## src/ssba_pkg.sv

```systemverilog
`timescale 1ns / 1ps
// ----------------------------------------------------------------------------
// Swap slot allocator package
// Item types, operation codes, map geometry and the sector helper.
// ----------------------------------------------------------------------------
package ssba_pkg;

  localparam int SLOTS            = 1024;
  localparam int SECTORS_PER_SLOT = 8;

  localparam int SLOT_W   = 10;
  localparam int SECTOR_W = 13;
  localparam int CNT_W    = 11;
  localparam int OP_W     = 2;

  localparam int WORD_W = 32;
  localparam int BIT_W  = $clog2(WORD_W);
  localparam int ROWS   = SLOTS / WORD_W;
  localparam int ROW_W  = $clog2(ROWS);
  localparam int LROW_W = CNT_W - BIT_W;

  localparam int FFS_W  = (ROWS > WORD_W) ? ROWS : WORD_W;
  localparam int FFS_IW = $clog2(FFS_W);

  localparam int SPS_W  = $clog2(SECTORS_PER_SLOT + 1);
  localparam int PROD_W = SLOT_W + SPS_W;

  localparam logic [OP_W-1:0] OP_ALLOC = 2'd0;
  localparam logic [OP_W-1:0] OP_CHECK = 2'd1;
  localparam logic [OP_W-1:0] OP_FREE  = 2'd2;

  typedef struct packed {
    logic [OP_W-1:0]   operation;
    logic [SLOT_W-1:0] slot_index;
  } ssba_in_t;

  typedef struct packed {
    logic [SLOT_W-1:0]   result_slot;
    logic [SECTOR_W-1:0] first_sector;
    logic                ok;
  } ssba_out_t;

  function automatic logic [SECTOR_W-1:0] sector_of(input logic [SLOT_W-1:0] slot);
    logic [PROD_W-1:0] prod;
    prod = PROD_W'(slot) * PROD_W'(SECTORS_PER_SLOT);
    return prod[SECTOR_W-1:0];
  endfunction

endpackage

```

## src/ssba_ram.sv

```systemverilog
`timescale 1ns / 1ps
// ----------------------------------------------------------------------------
// Generic RAM
// One write port and one read port with registered read data.
// ----------------------------------------------------------------------------
module ssba_ram #(
  parameter int Width = 32,
  parameter int Depth = 32
) (
  input  logic                     clk_i,
  input  logic                     we_i,
  input  logic [$clog2(Depth)-1:0] waddr_i,
  input  logic [Width-1:0]         wdata_i,
  input  logic                     re_i,
  input  logic [$clog2(Depth)-1:0] raddr_i,
  output logic [Width-1:0]         rdata_o
);

  logic [Width-1:0] mem [Depth];
  logic [Width-1:0] rdata_q;

  always_ff @(posedge clk_i) begin
    if (we_i) begin
      mem[waddr_i] <= wdata_i;
    end
    if (re_i) begin
      rdata_q <= mem[raddr_i];
    end
  end

  assign rdata_o = rdata_q;

endmodule

```

## src/ssba_ffs.sv

```systemverilog
`timescale 1ns / 1ps
// ----------------------------------------------------------------------------
// Find-first-set unit
// Locates the lowest set bit of a vector; shared by row and bit search.
// ----------------------------------------------------------------------------
module ssba_ffs
  import ssba_pkg::*;
(
  input  logic [FFS_W-1:0]  vec_i,
  output logic              found_o,
  output logic [FFS_IW-1:0] idx_o
);

  logic [FFS_W-1:0] lowest;

  assign lowest  = vec_i & (~vec_i + FFS_W'(1));
  assign found_o = |vec_i;

  always_comb begin
    idx_o = '0;
    for (int b = 0; b < FFS_W; b++) begin
      if (lowest[b]) begin
        idx_o = idx_o | FFS_IW'(b);
      end
    end
  end

endmodule

```

## src/swap_slot_bitmap_allocator.sv

```systemverilog
`timescale 1ns / 1ps
// ----------------------------------------------------------------------------
// Swap slot bitmap allocator
// First-fit allocator over a free map of swap slots kept in a word-wide RAM.
// ----------------------------------------------------------------------------
// The free map lives in a 32-bit-wide RAM, one row per 32 slots, with a
// flip-flop per row for "row written" and "row has a free slot"; an unwritten
// row reads as all free, so there is no clearing pass after reset. One item
// is in flight at a time. An allocate runs through row pick by the
// find-first-set unit, RAM read, bit pick by the same unit and the result
// register; check and free run through RAM read, word update and result;
// an out-of-range index or an unknown operation goes straight to the result
// register. The result then waits in its register until taken, and the next
// item is accepted in the cycle after that.
module swap_slot_bitmap_allocator
  import ssba_pkg::*;
(
  input  logic             clk_i,
  input  logic             rst_ni,
  input  logic             in_valid_i,
  output logic             in_stall_o,
  input  ssba_in_t         in_item_i,
  output logic             out_valid_o,
  input  logic             out_stall_i,
  output ssba_out_t        out_item_o,
  input  logic             cfg_valid_i,
  output logic             cfg_ready_o,
  input  logic [CNT_W-1:0] cfg_data_i
);

  localparam logic [2:0] ST_IDLE = 3'd0;
  localparam logic [2:0] ST_ROW  = 3'd1;
  localparam logic [2:0] ST_BIT  = 3'd2;
  localparam logic [2:0] ST_CHK  = 3'd3;
  localparam logic [2:0] ST_OUT  = 3'd4;

  logic [2:0]        state_q, state_d;
  logic [CNT_W-1:0]  slot_count_q;
  logic [CNT_W-1:0]  lim;
  logic [CNT_W-1:0]  lim_q;
  logic [OP_W-1:0]   op_q;
  logic [SLOT_W-1:0] idx_q;
  logic [ROW_W-1:0]  row_q, row_d;
  logic [ROWS-1:0]   row_vld_q, nonfull_q;
  ssba_out_t         out_q, out_d;

  logic              in_acc;
  logic [LROW_W-1:0] lim_rows;
  logic [ROWS-1:0]   row_elig;
  logic [WORD_W-1:0] bit_mask;
  logic [ROW_W-1:0]  cur_row;
  logic [WORD_W-1:0] ram_rdata, word, onehot;
  logic              ram_re, ram_we;
  logic [ROW_W-1:0]  ram_raddr;
  logic [WORD_W-1:0] ram_wdata;
  logic [FFS_W-1:0]  ffs_vec;
  logic              ffs_found;
  logic [FFS_IW-1:0] ffs_idx;
  logic              nf_set, nf_clr;
  logic [SLOT_W-1:0] alloc_slot;

  assign in_stall_o  = (state_q != ST_IDLE);
  assign in_acc      = in_valid_i && !in_stall_o;
  assign cfg_ready_o = (state_q == ST_IDLE);
  assign out_valid_o = (state_q == ST_OUT);
  assign out_item_o  = out_q;

  assign lim = (slot_count_q > CNT_W'(SLOTS)) ? CNT_W'(SLOTS) : slot_count_q;

  assign lim_rows = lim_q[CNT_W-1:BIT_W] + LROW_W'(|lim_q[BIT_W-1:0]);

  always_comb begin
    for (int r = 0; r < ROWS; r++) begin
      row_elig[r] = (LROW_W'(r) < lim_rows);
    end
    for (int b = 0; b < WORD_W; b++) begin
      bit_mask[b] = (LROW_W'(row_q) < lim_q[CNT_W-1:BIT_W]) ||
                    ((LROW_W'(row_q) == lim_q[CNT_W-1:BIT_W]) &&
                     (BIT_W'(b) < lim_q[BIT_W-1:0]));
    end
  end

  assign cur_row = (state_q == ST_BIT) ? row_q : idx_q[SLOT_W-1:BIT_W];
  assign word    = row_vld_q[cur_row] ? ram_rdata : '1;

  always_comb begin
    ffs_vec = '0;
    if (state_q == ST_ROW) begin
      ffs_vec[ROWS-1:0] = nonfull_q & row_elig;
    end else begin
      ffs_vec[WORD_W-1:0] = word & bit_mask;
    end
  end

  ssba_ffs u_ffs (
    .vec_i   (ffs_vec),
    .found_o (ffs_found),
    .idx_o   (ffs_idx)
  );

  assign alloc_slot = {row_q, ffs_idx[BIT_W-1:0]};

  always_comb begin
    state_d   = state_q;
    out_d     = out_q;
    row_d     = row_q;
    ram_re    = 1'b0;
    ram_raddr = in_item_i.slot_index[SLOT_W-1:BIT_W];
    ram_we    = 1'b0;
    ram_wdata = word;
    onehot    = '0;
    nf_set    = 1'b0;
    nf_clr    = 1'b0;
    case (state_q)
      ST_IDLE: begin
        if (in_acc) begin
          if (in_item_i.operation == OP_ALLOC) begin
            state_d = ST_ROW;
          end else if ((in_item_i.operation == OP_CHECK ||
                        in_item_i.operation == OP_FREE) &&
                       (CNT_W'(in_item_i.slot_index) < lim)) begin
            ram_re  = 1'b1;
            state_d = ST_CHK;
          end else begin
            out_d.result_slot  = in_item_i.slot_index;
            out_d.first_sector = '0;
            out_d.ok           = 1'b0;
            state_d            = ST_OUT;
          end
        end
      end
      ST_ROW: begin
        if (ffs_found) begin
          row_d     = ffs_idx[ROW_W-1:0];
          ram_re    = 1'b1;
          ram_raddr = ffs_idx[ROW_W-1:0];
          state_d   = ST_BIT;
        end else begin
          out_d   = '0;
          state_d = ST_OUT;
        end
      end
      ST_BIT: begin
        if (ffs_found) begin
          onehot             = WORD_W'(1) << ffs_idx[BIT_W-1:0];
          ram_we             = 1'b1;
          ram_wdata          = word & ~onehot;
          nf_clr             = ~|(word & ~onehot);
          out_d.result_slot  = alloc_slot;
          out_d.first_sector = sector_of(alloc_slot);
          out_d.ok           = 1'b1;
        end else begin
          out_d = '0;
        end
        state_d = ST_OUT;
      end
      ST_CHK: begin
        onehot             = WORD_W'(1) << idx_q[BIT_W-1:0];
        out_d.result_slot  = idx_q;
        out_d.first_sector = sector_of(idx_q);
        if (op_q == OP_FREE) begin
          ram_we    = 1'b1;
          ram_wdata = word | onehot;
          nf_set    = 1'b1;
          out_d.ok  = 1'b1;
        end else begin
          out_d.ok = ~|(word & onehot);
        end
        state_d = ST_OUT;
      end
      ST_OUT: begin
        if (!out_stall_i) begin
          state_d = ST_IDLE;
        end
      end
      default: begin
        state_d = ST_IDLE;
      end
    endcase
  end

  ssba_ram #(
    .Width (WORD_W),
    .Depth (ROWS)
  ) u_map (
    .clk_i   (clk_i),
    .we_i    (ram_we),
    .waddr_i (cur_row),
    .wdata_i (ram_wdata),
    .re_i    (ram_re),
    .raddr_i (ram_raddr),
    .rdata_o (ram_rdata)
  );

  always_ff @(posedge clk_i or negedge rst_ni) begin
    if (!rst_ni) begin
      state_q      <= ST_IDLE;
      slot_count_q <= CNT_W'(1024);
      row_vld_q    <= '0;
      nonfull_q    <= '1;
    end else begin
      state_q <= state_d;
      if (cfg_valid_i && cfg_ready_o) begin
        slot_count_q <= cfg_data_i;
      end
      if (ram_we) begin
        row_vld_q[cur_row] <= 1'b1;
      end
      if (nf_set) begin
        nonfull_q[cur_row] <= 1'b1;
      end else if (nf_clr) begin
        nonfull_q[cur_row] <= 1'b0;
      end
    end
  end

  always_ff @(posedge clk_i) begin
    out_q <= out_d;
    row_q <= row_d;
    if (in_acc) begin
      op_q  <= in_item_i.operation;
      idx_q <= in_item_i.slot_index;
      lim_q <= lim;
    end
  end

`ifndef SYNTH
  a_idle_no_result: assert property (@(posedge clk_i) disable iff (!rst_ni)
    !in_stall_o |-> !out_valid_o)
    else $error("block ready while a result is pending");

  a_write_in_update: assert property (@(posedge clk_i) disable iff (!rst_ni)
    ram_we |-> (state_q == ST_BIT || state_q == ST_CHK))
    else $error("map written outside an update step");

  a_bit_after_row: assert property (@(posedge clk_i) disable iff (!rst_ni)
    (state_q == ST_BIT) |-> ($past(state_q) == ST_ROW))
    else $error("bit search without a row search");

  a_alloc_in_range: assert property (@(posedge clk_i) disable iff (!rst_ni)
    (out_valid_o && out_item_o.ok && op_q == OP_ALLOC) |->
      (CNT_W'(out_item_o.result_slot) < lim_q))
    else $error("allocated slot beyond slot count");
`endif

endmodule

```

## config.mk

```make
export PLATFORM = sky130hd
export DESIGN_NAME = swap_slot_bitmap_allocator
export DESIGN_NICKNAME = d
export VERILOG_FILES = /design/src/ssba_pkg.sv /design/src/ssba_ram.sv /design/src/ssba_ffs.sv /design/src/swap_slot_bitmap_allocator.sv
export SDC_FILE = /design/constraint.sdc
export NUM_CORES = 2
export LEC_CHECK = 0
export ABC_AREA = 1
export BUFFER_PORTS_ARGS = -buffer_cell sky130_fd_sc_hd__buf_4
export CAP_MARGIN = 30
export CORE_UTILIZATION = 68
export CTS_BUF_LIST = sky130_fd_sc_hd__clkbuf_16
export CTS_CLUSTER_DIAMETER = 50
export DETAILED_ROUTE_END_ITERATION = 8
export HOLD_SLACK_MARGIN = 0.06
export PLACE_DENSITY = 0.85
export SLEW_MARGIN = 20
export SYNTH_ARGS = -nofsm -noshare
export SYNTH_HDL_FRONTEND = slang
export SYNTH_HIERARCHICAL = 1
export SYNTH_SLANG_ARGS = --single-unit
```

## constraint.sdc

```tcl
create_clock -name clk_i -period 17.22 [get_ports clk_i]
set_clock_uncertainty 0.05 [all_clocks]
set_input_delay 4.305 -clock clk_i [delete_from_list [all_inputs] [get_ports clk_i]]
set_output_delay 4.305 -clock clk_i [all_outputs]
set_load 0.005 [all_outputs]
```

==> run_results.csv <==
group,metric,value,unit
detailed_routing,drcViolationCount,0,
detailed_routing,drt_iter0_drc,6614,
placed_design,dp.cells,5951,
layout,stdcell_count,6168,
timing,min_period,8.139,ns
grt,track_usage,0.4018,
logic_synthesis,synth_ff_type,"edfxtp_1",
timing,setup_tns,0,ns
clocking,hold_buffers,0,
layout,nets,5086,
setup_path,crit_family,"simple AND/OR/NAND/NOR gates",
logic_synthesis,synth_seq_cells,1183,
setup_path,cpMostUsedCell,"nand2_1",
setup_path,cp-start-kind,"flip-flop",
power_and_ir_drop,vdd_ir_drop_max,127.9,uV
logic_synthesis,synth_area,52440,um2
floorplan,die_area,78230,um2
job,cap_violations,0,
setup_path,cp-end-kind,"flip-flop",
logic_synthesis,yosysTopAreaCell,"edfxtp_1",
grt,grt_pass1_vias,38427,
clocking,cts_max_path_buffers,3,
clocking,cts_setup_buffers,0,
floorplan,die_y,279.7,um
timing,finalSetupViolations,0,
detailed_routing,ant_nets,0,
floorplan,core-area,76080,um2
power_and_ir_drop,cellPowerDensity,168.6,nW/um2
logic_synthesis,synth.yosys.seq_area_share,0.6707,
detailed_routing,viasPerCell,6.501,
clocking,insertion_delay,0.71,ns
floorplan,num_rows,101,
clocking,cts_root_buf,"clkbuf_16",
status,status,"finished clean",
clocking,postCtsResizedCells,0,
timing,period_share,0.4726,
layout,drive_above_1_share,0.09208,
detailed_routing,wl,156.9,mm
clocking,cts_tree,"built",
timing,tightest_slew,1.048,ns
placed_design,port_buffers,51,
placed_design,post-dp-hpwl,88.49,mm
grt,grt_pass1_wl,231.8,mm
logic_synthesis,synthArstFlopShare,0.06593,
logic_synthesis,yosysMostFrequentCell,"nand2_1",
timing,slew_headroom,0.2994,
logic_synthesis,ys_types,52,
logic_synthesis,synth_area_per_cell,10.42,um2
placed_design,place.gp.congestion,1.097,
timing,maxSlewViolCount,0,
setup_path,slowest_stage,"nand4_1",
layout,fillers,4777,
clocking,clk_pin_slew_worst_paths,0.07,ns
timing,hold_violations,0,
setup_path,critPathRequiredTime,17.57,ns
floorplan,start_util,0.6893,
detailed_routing,vias,40100,
power_and_ir_drop,p_leak,22.02,nW
floorplan,die_w,279.7,um
detailed_routing,firstDrtPassIters,8,
logic_synthesis,synth_area_leaders,"edfxtp_1 63%, nand2_1 13%, nand3_1 8.5%",
detailed_routing,wl_per_cell,25.43,um
setup_path,max_stage_delay,0.71,ns
setup_path,cp.arrival,8.49,ns
timing,rsz0062_at_grt,"false",
layout,multi_input_area,15120,um2
clocking,numCtsBuffers,113,
hold_path,hold_class,"flip-flop to flip-flop",
logic_synthesis,yosysTopAreaCellShare,0.6327,
logic_synthesis,synthCells,5034,
grt,grt_start_max_net_pins,239,
layout,area_growth,9.136,%
logic_synthesis,synth_edf_count,1105,
logic_synthesis,yosys_warnings,6,
setup_path,critPathMaxFanout,238,
setup_path,crit_type,"flip-flop to flip-flop",
floorplan,io_pins,55,
grt,overflow,0,
clocking,clock-sinks,1183,
setup_path,critPathBufInv,10,
logic_synthesis,ys_top_cells_by_count,"1886 x nand2_1, 1105 x edfxtp_1, 891 x nand3_1",
layout,ff_latch_area,35180,um2
timing,timing.hold.ws,0.4002,ns
grt,grt_antenna_before_repair,4,
clocking,h-tree-depth,3,
timing,max_freq,122.9,MHz
[power by group]
part / internal, mW / total, mW / switching [mW]
Combinational: 0.726 / 3.27 / 2.54
Sequential: 3.94 / 4.02 / 0.0800
Clock: 1.29 / 2.36 / 1.07
[worst min-delay path: stages (launching register included)]
cell and delay [ns]:
dfrtp_1 0.32, inv_1 0.05, nand2_1 0.05
[per-layer routing]
layer,wire (um),GRT usage,part of all wire
met3,22570,0.09658,0.14
met5,16,0,0.00010
met2,70260,0.6109,0.45
met1,53680,0.5357,0.34
met4,10350,0.2292,0.066
[flip-flops by register name, indices dropped and copies added, names as in the netlist, named ones only]
name           cells
idx_q             10
lim_q             11
op_q               2
out_item_o        21
row_q              5
row_vld_q         32
slot_count_q      11
state_q            3
u_map/mem       1024
u_map/rdata_o     32
[final timing paths]
path                               start                to  slack [ns]  cells past startpoint
max in group asynchronous         rst_ni         async pin       12.91                      2
min reg2reg                row_vld_q[25]     row_vld_q[25]        0.40                      2
min                        row_vld_q[25]     row_vld_q[25]        0.40                      2
max reg2reg                   state_q[2]  u_map/rdata_o[9]        9.08                     37
min in group asynchronous         rst_ni     row_vld_q[12]        3.52                      1
max                           state_q[2]  u_map/rdata_o[9]        9.08                     37
[per-stage QoR]
step | power [mW] | setup slack, ns | cell area, um2 | utilization
2_1_floorplan | 6.040 | 9.107 | 52450 | -
3_3_place_gp | 7.087 | 8.960 | 53560 | 0.7041
3_5_place_dp | 7.166 | 9.256 | 53620 | 0.7048
4_1_cts | 9.508 | 9.150 | 57130 | 0.7509
5_1_grt | 9.958 | 8.566 | 57230 | 0.7523
6_report | 9.652 | 9.081 | 57230 | 0.7523
[area by class of cell]
class,instances,share of cell area
inverter,219,0.01482
multi-input combinational,3367,0.2642
clock inverter,98,0.01194
sequential,1183,0.6146
tap,1030,0.02252
clock buffer,113,0.04941
timing repair buffer,157,0.02250
antenna,1,0.00004372
[cells by family (layout without fill, tap and decap cells)]
kind of cell             count (synthesis)  after routing  synth area share
XOR/XNOR                                 3              3         0.0005011
multiplexers                             3              3         0.0006441
AO/OA/AOI/OAI                          201            201           0.02202
other                                    1              4        0.00007151
adder cells (fa/ha/maj)                 17             17          0.004056
flip-flops                            1183           1183            0.6707
buffers and inverters                  486            587           0.04989
AND/OR/NAND/NOR                       3140           3140            0.2521
[cell usage in the layout (no fill, tap or decap), types with 9 or more instances in the layout]
cell	n
dfrtp_1	45
nor2_1	232
clkbuf_16	113
nand2_1	1886
o22ai_1	9
nor2_2	14
dfstp_2	33
clkinv_2	19
nand3_1	891
clkinv_1	30
nand4_1	22
ha_1	17
a21oi_1	52
nor2_4	40
a21oi_2	23
inv_1	233
o21ai_0	58
edfxtp_1	1105
buf_4	148
inv_2	11
nand3b_1	16
nor3_1	20
Power figures use the tool's default switching activity.
